[src/hdl/complex_arithmetic_unit_defines.svh]
// ----------------------------------------------------------------------------
// complex_arithmetic_unit_defines: assertion macros
// Shared by the modules of the complex arithmetic unit that carry checks.
// ----------------------------------------------------------------------------
`ifndef COMPLEX_ARITHMETIC_UNIT_DEFINES_SVH
`define COMPLEX_ARITHMETIC_UNIT_DEFINES_SVH
// Property that must hold on every clock edge outside reset.
`define CAU_ASSERT(label, clk, rst_n, prop, msg) \
	label: assert property (@(posedge clk) disable iff (!rst_n) (prop)) else $error(msg);
// Implication whose consequent is checked in the next cycle.
`define CAU_ASSERT_NEXT(label, clk, rst_n, ante, cons, msg) \
	label: assert property (@(posedge clk) disable iff (!rst_n) (ante) |=> (cons)) \
		else $error(msg);
`endif

[src/hdl/cau_pkg.sv]
// ----------------------------------------------------------------------------
// cau_pkg: shared types and constants for the complex arithmetic unit
// Operation codes, status codes, CORDIC arctangent table, divider sizing.
// ----------------------------------------------------------------------------
package cau_pkg;

	typedef enum logic [2:0] {
		OP_ADD = 3'd0,
		OP_SUB = 3'd1,
		OP_MUL = 3'd2,
		OP_DIV = 3'd3,
		OP_MAG = 3'd4,
		OP_PHS = 3'd5,
		OP_NOP6 = 3'd6,
		OP_NOP7 = 3'd7
	} op_t;

	typedef enum logic [1:0] {
		ST_OK  = 2'd0,
		ST_SAT = 2'd1,
		ST_DZ  = 2'd2,
		ST_RSV = 2'd3
	} status_t;

	localparam int CordicMax = 24;
	localparam logic signed [31:0] PiQ16 = 32'sd205887;
	localparam logic [15:0] InvGainQ16 = 16'd39797;
	// dividend magnitude < 2^49, divisor <= 2^31
	localparam int NumW = 49;
	localparam int DenW = 32;

	// command passed from the front end through the queue
	typedef struct packed {
		op_t               op;
		logic              special;  // divide by zero or phase of zero
		logic signed [15:0] a_re;
		logic signed [15:0] a_im;
		logic signed [15:0] b_re;
		logic signed [15:0] b_im;
	} cmd_t;

	typedef struct packed {
		logic signed [31:0] res_re;
		logic signed [31:0] res_im;
		logic [1:0]         status;
	} res_t;

	function automatic logic signed [31:0] atan_tab(input logic [4:0] i);
		logic signed [31:0] v;
		case (i)
			5'd0: v = 32'sd51472;
			5'd1: v = 32'sd30386;
			5'd2: v = 32'sd16055;
			5'd3: v = 32'sd8150;
			5'd4: v = 32'sd4091;
			5'd5: v = 32'sd2047;
			5'd6: v = 32'sd1024;
			5'd7: v = 32'sd512;
			5'd8: v = 32'sd256;
			5'd9: v = 32'sd128;
			5'd10: v = 32'sd64;
			5'd11: v = 32'sd32;
			5'd12: v = 32'sd16;
			5'd13: v = 32'sd8;
			5'd14: v = 32'sd4;
			5'd15: v = 32'sd2;
			5'd16: v = 32'sd1;
			default: v = 32'sd0;
		endcase
		return v;
	endfunction

	// saturate a 34-bit signed value to 32 bits
	function automatic logic signed [31:0] sat34(input logic signed [33:0] v,
		output logic s);
		logic signed [31:0] r;
		if (v > 34'sd2147483647) begin
			r = 32'sh7fffffff;
			s = 1'b1;
		end else if (v < -34'sd2147483648) begin
			r = 32'sh80000000;
			s = 1'b1;
		end else begin
			r = v[31:0];
			s = 1'b0;
		end
		return r;
	endfunction

endpackage

[src/hdl/cau_front.sv]
// ----------------------------------------------------------------------------
// cau_front: input stage
// Registers accepted beats and flags the special cases of divide and phase.
// ----------------------------------------------------------------------------
module cau_front (
	input  logic                 clk,
	input  logic                 arst_n,
	input  logic                 in_valid,
	output logic                 in_ready,
	input  logic [2:0]           in_op,
	input  logic signed [15:0]   in_a_re,
	input  logic signed [15:0]   in_a_im,
	input  logic signed [15:0]   in_b_re,
	input  logic signed [15:0]   in_b_im,
	output logic                 cmd_valid,
	input  logic                 cmd_ready,
	output cau_pkg::cmd_t        cmd
);
	import cau_pkg::*;

	logic  valid_q;
	cmd_t  cmd_q;
	logic  special;

	assign in_ready = !valid_q || cmd_ready;

	// classify: zero divisor, zero phase argument
	always_comb begin
		special = 1'b0;
		case (op_t'(in_op))
			OP_DIV: special = (in_b_re == 16'sd0) && (in_b_im == 16'sd0);
			OP_PHS: special = (in_a_re == 16'sd0) && (in_a_im == 16'sd0);
			default: special = 1'b0;
		endcase
	end

	always_ff @(posedge clk or negedge arst_n) begin
		if (!arst_n) begin
			valid_q <= 1'b0;
		end else if (in_ready) begin
			valid_q <= in_valid;
		end
	end

	always_ff @(posedge clk) begin
		if (in_ready && in_valid) begin
			cmd_q.op      <= op_t'(in_op);
			cmd_q.special <= special;
			cmd_q.a_re    <= in_a_re;
			cmd_q.a_im    <= in_a_im;
			cmd_q.b_re    <= in_b_re;
			cmd_q.b_im    <= in_b_im;
		end
	end

	assign cmd_valid = valid_q;
	assign cmd       = cmd_q;
endmodule

[config.mk]
export PLATFORM = sky130hd
export DESIGN_NAME = cau_front
export DESIGN_NICKNAME = d
export VERILOG_FILES = /design/src/hdl/complex_arithmetic_unit_defines.svh /design/src/hdl/cau_pkg.sv /design/src/hdl/cau_front.sv
export SDC_FILE = /design/constraint.sdc
export NUM_CORES = 1
export LEC_CHECK = 0
export BUFFER_PORTS_ARGS = -buffer_cell sky130_fd_sc_hd__buf_2
export CORE_AREA = 5 5 106 98
export CTS_BUF_LIST = sky130_fd_sc_hd__clkbuf_8 sky130_fd_sc_hd__clkbuf_16
export DETAILED_ROUTE_END_ITERATION = 12
export DIE_AREA = 0 0 111 103
export PLACE_DENSITY = 0.53
export SLEW_MARGIN = 5
export SYNTH_ARGS = -nofsm -noshare
export SYNTH_HDL_FRONTEND = slang
export SYNTH_SLANG_ARGS = --single-unit
export TNS_END_PERCENT = 1
[constraint.sdc]
create_clock -name clk -period 3.4 [get_ports clk]
set_input_delay 0.51 -clock clk [delete_from_list [all_inputs] [get_ports clk]]
set_output_delay 0.51 -clock clk [all_outputs]
set_load 0.01 [all_outputs]
==> metrics.yaml <==
power:
  p_leak_nw: 1.36
  p_seq_frac: 0.546
  p_int_w: 0.00142
  combPwrFrac: 0.084
  switching_power_w: 0.000412
  ir_worst_vdd_v: 0.000204
  pwr-share-clk: 0.370
  p_per_area_mw_per_mm2: 548
  swShare: 0.225
final_layout:
  fill_cells: 910
  n_antenna_cell: 0
  final_nets: 323
  ff_latch_area_mm2: 0.00207
  final_cell_mix: "140 x buf_2, 68 x edfxtp_1, 13 x nor4_1"
  areaGrowthSynthToFinish_pct: 48.8
  multi_input_area_um2: 181
  final_layout_size_suffix_gt1_frac: 0.615
  utilization: 0.359
  final_common_cell: "buf_2"
routing:
  wl_per_cell_um: 14.9
  ant_nets: 0
  routed_wl_mm: 5.71
  num_vias: 1552
  drtIter0Drc: 33
  viasPerCell: 4.05
  post-route-drc-count: 0
  firstDrtPassIters: 3
flow_run:
  max-cap-violations: 0
die:
  die_y_um: 103
  rows: 34
  start_util: 0.241
  core_mm2: 0.00932
  die_w_um: 111
  dieArea_mm2: 0.0114
  io_pins: 141
clock_tree:
  hold_buffers: 1
  clk_latency_ps: 330
  cts_tree: "built"
  post_cts.repair.setup_buffers: 0
  ctsRootBufferMaster: "clkbuf_8"
  clk_path_buf_depth: 2
  cts.clk_slew.worst_paths_ps: 80
  h-tree-depth: 3
  cts_buffers: 9
  cts-resized-gates: 0
  cts.sinks: 69
sta:
  fmax_ghz: 0.563
  period_share: 0.522
  finClkSkew_ps: 15.6
  setup_viol: 0
  rsz0062_at_grt: "false"
  min_period_ps: 1780
  tightest_slew_ps: 711
  relSlewSlack: 0.526
  setup_tns_ps: 0
  drv_slew: 0
  hold_viol: 0
placed_design:
  io_buffers: 140
  place_congestion: 0.739
setup_path:
  required_ps: 3420
  path_class: "reg2reg"
  worstPathMaxFanout: 39
  cp-start-kind: "flop"
  end_kind: "flop"
  crit_arrival_ps: 1790
run_status:
  status: "finished clean"
yosys:
  ys_ff_latch: 69
  ys_seq_area_frac: 0.920
  synth_cell_types: 12
  synth_area_per_cell_um2: 22.7
  synth_warnings: 0
  synthCells: 99
  synth_nets: 170
  synth_area_mm2: 0.00225
grt:
  grtUsageTotal: 0.101
  antenna_found_initial: 0
  grt_pass1_wl_mm: 8.56
  grt_overflow_total: 0
  first_global_vias: 1655
  grt_max_degree: 40
worst_hold_path:
  hold_class: "in2reg"
registers in the layout, indices dropped and copies added (netlist names):
register	cells
cmd	68
cmd_valid	1
metal layers:
| layer | up-vias | part of all wire | global-route usage | routed length (um) |
|---|---|---|---|---|
| met5 | - | 0 | 0 | 0 |
| met4 | 0 | 0.014 | 0.0369 | 78 |
| met3 | 7 | 0.15 | 0.0810 | 860 |
| met2 | 88 | 0.46 | 0.156 | 2640 |
| met1 | 736 | 0.37 | 0.104 | 2130 |
| li1 | 721 | - | - | - |
metrics by stage:
stage          area (um^2)  power, W  setup slack, ps  cells  hold slack (ps)
6_report              3340   0.00183             1620    383              362
5_1_grt               3340   0.00193             1520    383              333
4_1_cts               3340   0.00186             1600    383              339
3_5_place_dp          3130   0.00118             1390    366              286
3_3_place_gp          3130   0.00117             1390    366              287
2_1_floorplan         2250   0.00107              646     99              214
path summary, 6_finish.rpt:
check                           cells past startpoint                  start               endpoint  slack [ps]
worst min register to register                      2  cmd_valid$_DFFE_PN0N_  cmd_valid$_DFFE_PN0N_         550
worst min-delay path                                1             in_b_im[3]       cmd[3]$_DFFE_PP_         360
worst max register to register                      3  cmd_valid$_DFFE_PN0N_      cmd[63]$_DFFE_PP_        1620
min in group asynchronous                           2                 arst_n  cmd_valid$_DFFE_PN0N_         460
max in group asynchronous                           2                 arst_n  cmd_valid$_DFFE_PN0N_        2860
worst max-delay path                                3  cmd_valid$_DFFE_PN0N_      cmd[63]$_DFFE_PP_        1620
power by group through the flow:
stage | Clock (W) | Combinational [W] | Sequential, W
after floorplan | 0 | 0.0000212 | 0.00105
after global placement | 0 | 0.000155 | 0.00102
after detailed placement | 0 | 0.000156 | 0.00102
after CTS | 0.000707 | 0.000157 | 0.00100
after global routing | 0.000753 | 0.000169 | 0.00100
final | 0.000678 | 0.000153 | 0.00100
cells by family after synthesis:
logic type and synth area share:
AND/OR/NAND/NOR 0.0757, AO/OA/AOI/OAI 0.00445, flip-flops 0.920
cells in the mapped netlist, drive strengths merged:
cell    number  area, um^2
edfxtp      68        2040
nand3        1        5.00
dfrtp        1        25.0
and2         1        6.26
nand2        3        11.3
nor3         4        20.0
nor2         1        3.75
nor4b        2        17.5
a41o         1        10.0
nand2b       2        12.5
nand4        2        12.5
nor4        13        81.3
area by class of cell:
cell class	count	area share
flip-flops and latches	69	0.618
multi-input cells	30	0.0543
repair buffers	142	0.219
well taps	126	0.0472
clock buffers	10	0.0412
clock inverters	6	0.0206
worst max-delay path: stages, from the launching register on:
cell	delay [ps]
dfrtp_1	390
nand2b_1	110
and2_2	620
buf_12	310
(Power assumes the default switching activity.)
