$ cat src/hdl/complex_arithmetic_unit_defines.svh
// ----------------------------------------------------------------------------
// complex_arithmetic_unit_defines: assertion macros
// Shared by the modules of the complex arithmetic unit that carry checks.
// ----------------------------------------------------------------------------
`ifndef COMPLEX_ARITHMETIC_UNIT_DEFINES_SVH
`define COMPLEX_ARITHMETIC_UNIT_DEFINES_SVH
// Property that must hold on every clock edge outside reset.
`define CAU_ASSERT(label, clk, rst_n, prop, msg) \
	label: assert property (@(posedge clk) disable iff (!rst_n) (prop)) else $error(msg);
// Implication whose consequent is checked in the next cycle.
`define CAU_ASSERT_NEXT(label, clk, rst_n, ante, cons, msg) \
	label: assert property (@(posedge clk) disable iff (!rst_n) (ante) |=> (cons)) \
		else $error(msg);
`endif

$ cat src/hdl/cau_pkg.sv
// ----------------------------------------------------------------------------
// cau_pkg: shared types and constants for the complex arithmetic unit
// Operation codes, status codes, CORDIC arctangent table, divider sizing.
// ----------------------------------------------------------------------------
package cau_pkg;

	typedef enum logic [2:0] {
		OP_ADD = 3'd0,
		OP_SUB = 3'd1,
		OP_MUL = 3'd2,
		OP_DIV = 3'd3,
		OP_MAG = 3'd4,
		OP_PHS = 3'd5,
		OP_NOP6 = 3'd6,
		OP_NOP7 = 3'd7
	} op_t;

	typedef enum logic [1:0] {
		ST_OK  = 2'd0,
		ST_SAT = 2'd1,
		ST_DZ  = 2'd2,
		ST_RSV = 2'd3
	} status_t;

	localparam int CordicMax = 24;
	localparam logic signed [31:0] PiQ16 = 32'sd205887;
	localparam logic [15:0] InvGainQ16 = 16'd39797;
	// dividend magnitude < 2^49, divisor <= 2^31
	localparam int NumW = 49;
	localparam int DenW = 32;

	// command passed from the front end through the queue
	typedef struct packed {
		op_t               op;
		logic              special;  // divide by zero or phase of zero
		logic signed [15:0] a_re;
		logic signed [15:0] a_im;
		logic signed [15:0] b_re;
		logic signed [15:0] b_im;
	} cmd_t;

	typedef struct packed {
		logic signed [31:0] res_re;
		logic signed [31:0] res_im;
		logic [1:0]         status;
	} res_t;

	function automatic logic signed [31:0] atan_tab(input logic [4:0] i);
		logic signed [31:0] v;
		case (i)
			5'd0: v = 32'sd51472;
			5'd1: v = 32'sd30386;
			5'd2: v = 32'sd16055;
			5'd3: v = 32'sd8150;
			5'd4: v = 32'sd4091;
			5'd5: v = 32'sd2047;
			5'd6: v = 32'sd1024;
			5'd7: v = 32'sd512;
			5'd8: v = 32'sd256;
			5'd9: v = 32'sd128;
			5'd10: v = 32'sd64;
			5'd11: v = 32'sd32;
			5'd12: v = 32'sd16;
			5'd13: v = 32'sd8;
			5'd14: v = 32'sd4;
			5'd15: v = 32'sd2;
			5'd16: v = 32'sd1;
			default: v = 32'sd0;
		endcase
		return v;
	endfunction

	// saturate a 34-bit signed value to 32 bits
	function automatic logic signed [31:0] sat34(input logic signed [33:0] v,
		output logic s);
		logic signed [31:0] r;
		if (v > 34'sd2147483647) begin
			r = 32'sh7fffffff;
			s = 1'b1;
		end else if (v < -34'sd2147483648) begin
			r = 32'sh80000000;
			s = 1'b1;
		end else begin
			r = v[31:0];
			s = 1'b0;
		end
		return r;
	endfunction

endpackage

$ cat src/hdl/cau_queue.sv
// ----------------------------------------------------------------------------
// cau_queue: small command FIFO between front and back end
// Lets the front accept while the back stalls, and vice versa.
// ----------------------------------------------------------------------------
module cau_queue #(
	parameter int DEPTH = 4
) (
	input  logic          clk,
	input  logic          arst_n,
	input  logic          wr_valid,
	output logic          wr_ready,
	input  cau_pkg::cmd_t wr_data,
	output logic          rd_valid,
	input  logic          rd_ready,
	output cau_pkg::cmd_t rd_data
);
	import cau_pkg::*;
	`include "complex_arithmetic_unit_defines.svh"

	localparam int AW = (DEPTH > 1) ? $clog2(DEPTH) : 1;

	cmd_t          mem_q [DEPTH];
	logic [AW-1:0] wp_q, rp_q;
	logic [AW:0]   cnt_q;
	logic          wr_en, rd_en;

	function automatic logic [AW-1:0] inc(input logic [AW-1:0] p);
		return (p == AW'(DEPTH - 1)) ? '0 : p + 1'b1;
	endfunction

	assign wr_ready = (cnt_q != (AW+1)'(DEPTH));
	assign rd_valid = (cnt_q != '0);
	assign wr_en    = wr_valid && wr_ready;
	assign rd_en    = rd_valid && rd_ready;
	assign rd_data  = mem_q[rp_q];

	// pointers and fill count
	always_ff @(posedge clk or negedge arst_n) begin
		if (!arst_n) begin
			wp_q  <= '0;
			rp_q  <= '0;
			cnt_q <= '0;
		end else begin
			if (wr_en) wp_q <= inc(wp_q);
			if (rd_en) rp_q <= inc(rp_q);
			cnt_q <= cnt_q + (AW+1)'(wr_en) - (AW+1)'(rd_en);
		end
	end

	always_ff @(posedge clk) begin
		if (wr_en) mem_q[wp_q] <= wr_data;
	end

	`CAU_ASSERT(a_q_cnt, clk, arst_n, cnt_q <= (AW+1)'(DEPTH), "queue overfilled")
	`CAU_ASSERT_NEXT(a_q_fill, clk, arst_n, wr_en && !rd_en, cnt_q == $past(cnt_q) + 1'b1,
		"queue count lost a write")
	`CAU_ASSERT_NEXT(a_q_drain, clk, arst_n, rd_en && !wr_en, cnt_q == $past(cnt_q) - 1'b1,
		"queue count lost a read")
endmodule

$ cat config.mk
export PLATFORM = sky130hd
export DESIGN_NAME = cau_queue
export DESIGN_NICKNAME = d
export VERILOG_FILES = /design/src/hdl/cau_pkg.sv /design/src/hdl/cau_queue.sv
export VERILOG_INCLUDE_DIRS = /design/src /design/src/hdl
export SDC_FILE = /design/constraint.sdc
export NUM_CORES = 1
export LEC_CHECK = 0
export ABC_AREA = 1
export BUFFER_PORTS_ARGS = -buffer_cell sky130_fd_sc_hd__buf_2
export CAP_MARGIN = 5
export CORE_ASPECT_RATIO = 1.5
export CORE_MARGIN = 5
export CORE_UTILIZATION = 58
export CTS_CLUSTER_SIZE = 12
export DETAILED_ROUTE_END_ITERATION = 8
export GPL_TIMING_DRIVEN = 0
export PLACE_DENSITY = 0.91
export SLEW_MARGIN = 20
export SYNTH_ARGS = -nofsm -noshare
export SYNTH_HDL_FRONTEND = slang
export SYNTH_SLANG_ARGS = --single-unit
$ cat constraint.sdc
create_clock -name clk -period 5.84 [get_ports clk]
set_input_delay 0.584 -clock clk [delete_from_list [all_inputs] [get_ports clk]]
set_output_delay 0.584 -clock clk [all_outputs]
set_load 0.05 [all_outputs]
==> results.cfg, run 1 <==
[power]
cellLeakagePower_nw = 5.36
total_power_w = 0.00784
powerDensity_mw_per_mm2 = 590
ir_worst_vdd_v = 0.000587

[timing]
relSlewSlack = 0.522
fin_crit_sh = 0.475
report.final.slew_viol_count = 0
rsz0062_at_grt = false
worst_slack_ns = 3.06
clock.fmax_mhz = 360
worst_pin_slew_ns = 0.715
post-route-min-period_ns = 2.78
finalHoldViolations = 0
finalSetupViolCount = 0
skew_ns = 0.0155

[clocking]
cts_root_buf = clkbuf_16
clock_latency_ns = 0.52
cts.sink_count = 279
cts_buffer_depth = 3
clkSlewWorstSetupHoldPaths_ns = 0.06
cts_buffers = 27
cts_tree = done
htreeDepth = 1
cts_setup_buffers = 0

[route]
via_count = 7081
vias_per_cell = 5.39
drt_iter0_markers = 522
drt-total-wl_mm = 24.5
drc_errors = 0
wl_per_cell_um = 18.6
first_pass_iters = 5
ant_nets = 0

[setup_path]
crit_chain = buf_2 -> clkbuf_1 -> o211ai_1 -> nand2_1 -> buf_2
cp-end-kind = output pin
crit_top_cell = buf_2
cpMaxStageDelayCell = clkbuf_1
slowest_delay_ns = 0.48
crit_fanout = 10
crit_arrival_ns = 2.19
cp-start-kind = flop
rr_worst_depth = 6
crit_required_ns = 5.26
crit_type = flop to output pin

[grt]
grt_pass1_wl_mm = 38.1
antenna_found_initial = 5
grt_max_degree = 25
grt_pass1_vias = 7309
top_usage_layer = met2
grtUsageTotal = 0.221
grtUsageMet3 = 0.0381
grt_util_met2 = 0.408
grt.met1_usage = 0.257
overflow = 0

[synthesis]
ys_warn_count = 0
mappedNetlistArea_mm2 = 0.0112
synthXorXnorAreaFrac = 0
synth_fa_ha_area_frac = 0.00964
synth_top_family_by_area = compound AO/OA/AOI/OAI gates
post_synth_num_cell_types = 14
synth.mux.area_fraction = 0
ys_seq_area_frac = 0.748
yosys.area_share.simple = 0.0789
synth-compound-area-share = 0.0915
avgSynthCellArea_um2 = 13.1
synth_cells = 851
synth_seq_cells = 279
synth_fp_nets = 931

[cells_and_area]
final_core_util = 0.696
fillers = 1280
nNetsFinal = 1114
area_growth_pct = 19.1
layout-drive-gt1-share = 0.214
stdcell_count = 1313

[placement]
numPortBuffers = 141
dp.cells = 1260
dp_worst_setup_slack_ns = 3.41
dp.final_hpwl_mm = 16.2
place.gp.congestion = 0.776

[worst_hold_path]
min_path_type = input port to flop
hold_depth = 1

[floorplanning]
start_util = 0.585
ioPinCount = 142
die_h_um = 180
die-area_mm2 = 0.0222
fp.coreArea_mm2 = 0.0191
fp-row-count = 62
die_w_um = 123

[status]
status = finished, final reports clean

[job]
cap_violations = 0
[final cells by class]
cell class / count / area (um2) / share of cell area
diodes: 3 / 7.51 / 0.000565
repair buffers: 154 / 1010 / 0.0759
well taps: 256 / 320 / 0.0241
clock inverters: 2 / 11.3 / 0.000847
flip-flops and latches: 279 / 8340 / 0.628
clock buffers: 47 / 751 / 0.0565
multi-input cells: 377 / 2040 / 0.153
plain buffers: 45 / 244 / 0.0184
inverters: 150 / 563 / 0.0424
[synthesized netlist by cell type]
cell	number	area, um2
clkbuf_1	5	18.8
ha_1	7	87.6
buf_6	2	22.5
dfrtp_1	7	175
nor2_1	7	26.3
inv_2	1	3.75
edfxtp_1	272	8170
inv_1	149	559
nand3_1	5	25.0
buf_2	33	165
o211ai_1	136	1020
nand2_1	221	830
fa_1	1	20.0
buf_4	5	37.5
[where the power goes]
part	leakage, nW	internal [W]	switching (W)
Sequential	2.58	0.00263	0.000102
Combinational	2.43	0.000869	0.00271
Clock	0.358	0.000863	0.000664
Total	5.36	0.00436	0.00348
[cell families after synthesis]
kind of cell,count (synthesis)
DFF,279
and+or+nand+nor,233
buffers and inverters,195
AOI/OAI and AO/OA,136
adders and majority gates,8
[critical path: cells and delay by family, from the launching register on]
| kind | cells | cell delay, ns |
|---|---|---|
| buf+inv | 3 | 0.99 |
| flops | 1 | 0.34 |
| compound gates | 1 | 0.21 |
| simple gates | 1 | 0.13 |
[per-stage QoR]
stage	cell area, um2	hold WS (ns)	setup TNS [ns]
6_report	13300	0.268	0
5_1_grt	13300	0.258	0
3_5_place_dp	12500	0.431	0
3_3_place_gp	12200	0.425	-126.41
4_1_cts	13300	0.252	0
2_1_floorplan	11200	0.288	0
[routing by layer]
metal,wire (um),vias to the layer above
met3,1830,65
met4,672,6
met2,13400,293
li1,-,3318
met5,34,-
met1,8580,3399
[cell usage in the layout, fill, tap and decap left out, types with 2 or more instances in the layout]
cell type  instances
nand2_1          221
edfxtp_1         272
o211ai_1         136
clkbuf_16         27
nand3_1            5
buf_16             7
buf_2            174
ha_1               7
inv_1            149
nor2_4             4
buf_12             5
clkbuf_1          25
buf_6              2
buf_4              5
diode_2            3
nor2_1             3
dfrtp_1            7
[path summary, 6_finish.rpt]
path / slack [ns] / startpoint / to
min reg2reg: 0.51 / cnt_q[0] / cnt_q[0]
max in group asynchronous: 5.24 / arst_n / rp_q[0]
max reg2reg: 3.49 / cnt_q[1] / mem_q[3][36]
max: 3.06 / rp_q[1] / rd_data[22]
min in group asynchronous: 0.43 / arst_n / wp_q[0]
min: 0.27 / wr_data[17] / mem_q[0][17]
[state kept, by name (all words and copies together) (netlist names)]
signal / cells
cnt_q: 3
wp_q: 2
rp_q: 2
mem_q: 272
[what timing repair did]
action,in CTS,in global routing
endpoints found under the hold margin,7,0
hold buffers,1,0
gates resized for setup,0,0
Note: power is estimated with default switching activity, not from simulation.
==> inputs of run 2 (changes only) <==
clock period = 2.6 ns   (was 5.84 ns; I/O delays follow)
==> results.cfg, run 2 (synthesis results as in run 1) <==
[worst_hold_path]
min_from = rd_ready
hold_depth = 3
min_path_type = input port to flop

[clocking]
hold_buffers = 69
clock_latency_ns = 0.51
cts_resized = 0
cts.sink_count = 279
cts_root_buf = clkbuf_16
cts_setup_buffers = 0
clkSlewWorstSetupHoldPaths_ns = 0.06
cts_tree = done
cts_buffers = 27
cts_buffer_depth = 3
htreeDepth = 1

[setup_path]
worstReg2RegStart = cnt_q[1]
cp-start-kind = flop
crit_required_ns = 2.34
critPathLaunch = rp_q[1]
rr_worst_depth = 7
crit_type = flop to output pin
cp-end-kind = output pin
crit_arrival_ns = 2.16
crit_fanout = 10

[route]
drc_errors = 0
drt_iter0_markers = 714
wl_per_cell_um = 19.9
first_pass_iters = 5
vias_per_cell = 5.56
top_layer = met4
wirelength_met1_mm = 9.26
drt-total-wl_mm = 27.2
route.met2.wl_mm = 15.0
ant_nets = 0
dr_wl_met3_mm = 1.86
via_count = 7616

[floorplanning]
ioPinCount = 142
die_w_um = 123
die-area_mm2 = 0.0222
start_util = 0.585
die_h_um = 180
fp.coreArea_mm2 = 0.0191
fp-row-count = 62

[cells_and_area]
final_core_util = 0.729
num_antenna_cells = 0
regMostFlops = mem_q
area_growth_pct = 24.7
final_common_cell = edfxtp_1
multiInputGateArea_mm2 = 0.00204
stdcell_count = 1369
register_area_mm2 = 0.00834
nNetsFinal = 1182
layout-drive-gt1-share = 0.204
largest_register_ffs = 272
fillers = 1140
layout_common_cells = edfxtp_1 (272), nand2_1 (220), buf_2 (174)
reg_top3 = mem_q (272), cnt_q (3)

[job]
cap_violations = 0

[grt]
antenna_found_initial = 0
grt_pass1_vias = 8141
grt_pass1_wl_mm = 42.4
overflow = 0
grtUsageTotal = 0.247
grt_max_degree = 24

[placement]
dp_worst_setup_slack_ns = 0.272
dp.cells = 1260
dp.final_hpwl_mm = 16.3
place.gp.congestion = 0.762
numPortBuffers = 141

[status]
status = finished, final reports clean

[timing]
fin_crit_sh = 0.929
skew_ns = 0.00838
post-route-min-period_ns = 2.42
rsz0062_at_grt = false
fin_tns_setup_ns = 0
finalHoldViolations = 0
worst_slack_ns = 0.184
finalSetupViolCount = 0
report.final.slew_viol_count = 0
relSlewSlack = 0.603
worst_pin_slew_ns = 0.594
clock.fmax_mhz = 414

[power]
powerDensity_mw_per_mm2 = 1280
cellLeakagePower_nw = 5.64
total_power_w = 0.0178
ir_worst_vdd_v = 0.00103
==> run 2: critical path, stage by stage, from the launching register on <==
cell,delay (ns)
dfrtp_1,0.35
buf_2,0.23
clkbuf_1,0.44
o211ai_1,0.17
nand2_1,0.16
buf_2,0.29
==> run 2: worst paths after layout <==
check                                     to  slack, ns
worst max register to register  mem_q[2][51]       0.22
worst min register to register       wp_q[1]       0.52
worst min-delay path                 rp_q[1]       0.02
min in group asynchronous            rp_q[0]       0.12
worst max-delay path             rd_data[46]       0.18
max in group asynchronous           cnt_q[0]       2.32
==> run 2: per-layer routing <==
| layer | vias to the layer above | global-route usage |
|---|---|---|
| met4 | 0 | 0.106 |
| met2 | 392 | 0.458 |
| met1 | 3696 | 0.281 |
| li1 | 3447 | - |
| met5 | - | 0 |
| met3 | 81 | 0.0274 |
==> run 2: stage by stage <==
stage / hold WS (ns) / cell area (um2)
floorplan: -0.0356 / 11200
global placement: 0.0994 / 12200
detailed placement: 0.105 / 12500
CTS: 0.00290 / 13900
global route: 0.0178 / 13900
finish: 0.0184 / 13900
==> run 2: final cells by class <==
| class | instances | area share |
|---|---|---|
| Buffer | 45 | 0.0175 |
| Clock buffer | 37 | 0.0520 |
| Clock inverter | 3 | 0.000809 |
| Inverter | 150 | 0.0404 |
| Multi-Input combinational cell | 377 | 0.147 |
| Sequential cell | 279 | 0.599 |
| Tap cell | 256 | 0.0230 |
| Timing Repair Buffer | 222 | 0.120 |
==> run 2: report_power, final <==
group | switching, W | internal (W)
registers | 0.000250 | 0.00590
clock network | 0.00150 | 0.00191
logic | 0.00621 | 0.00201
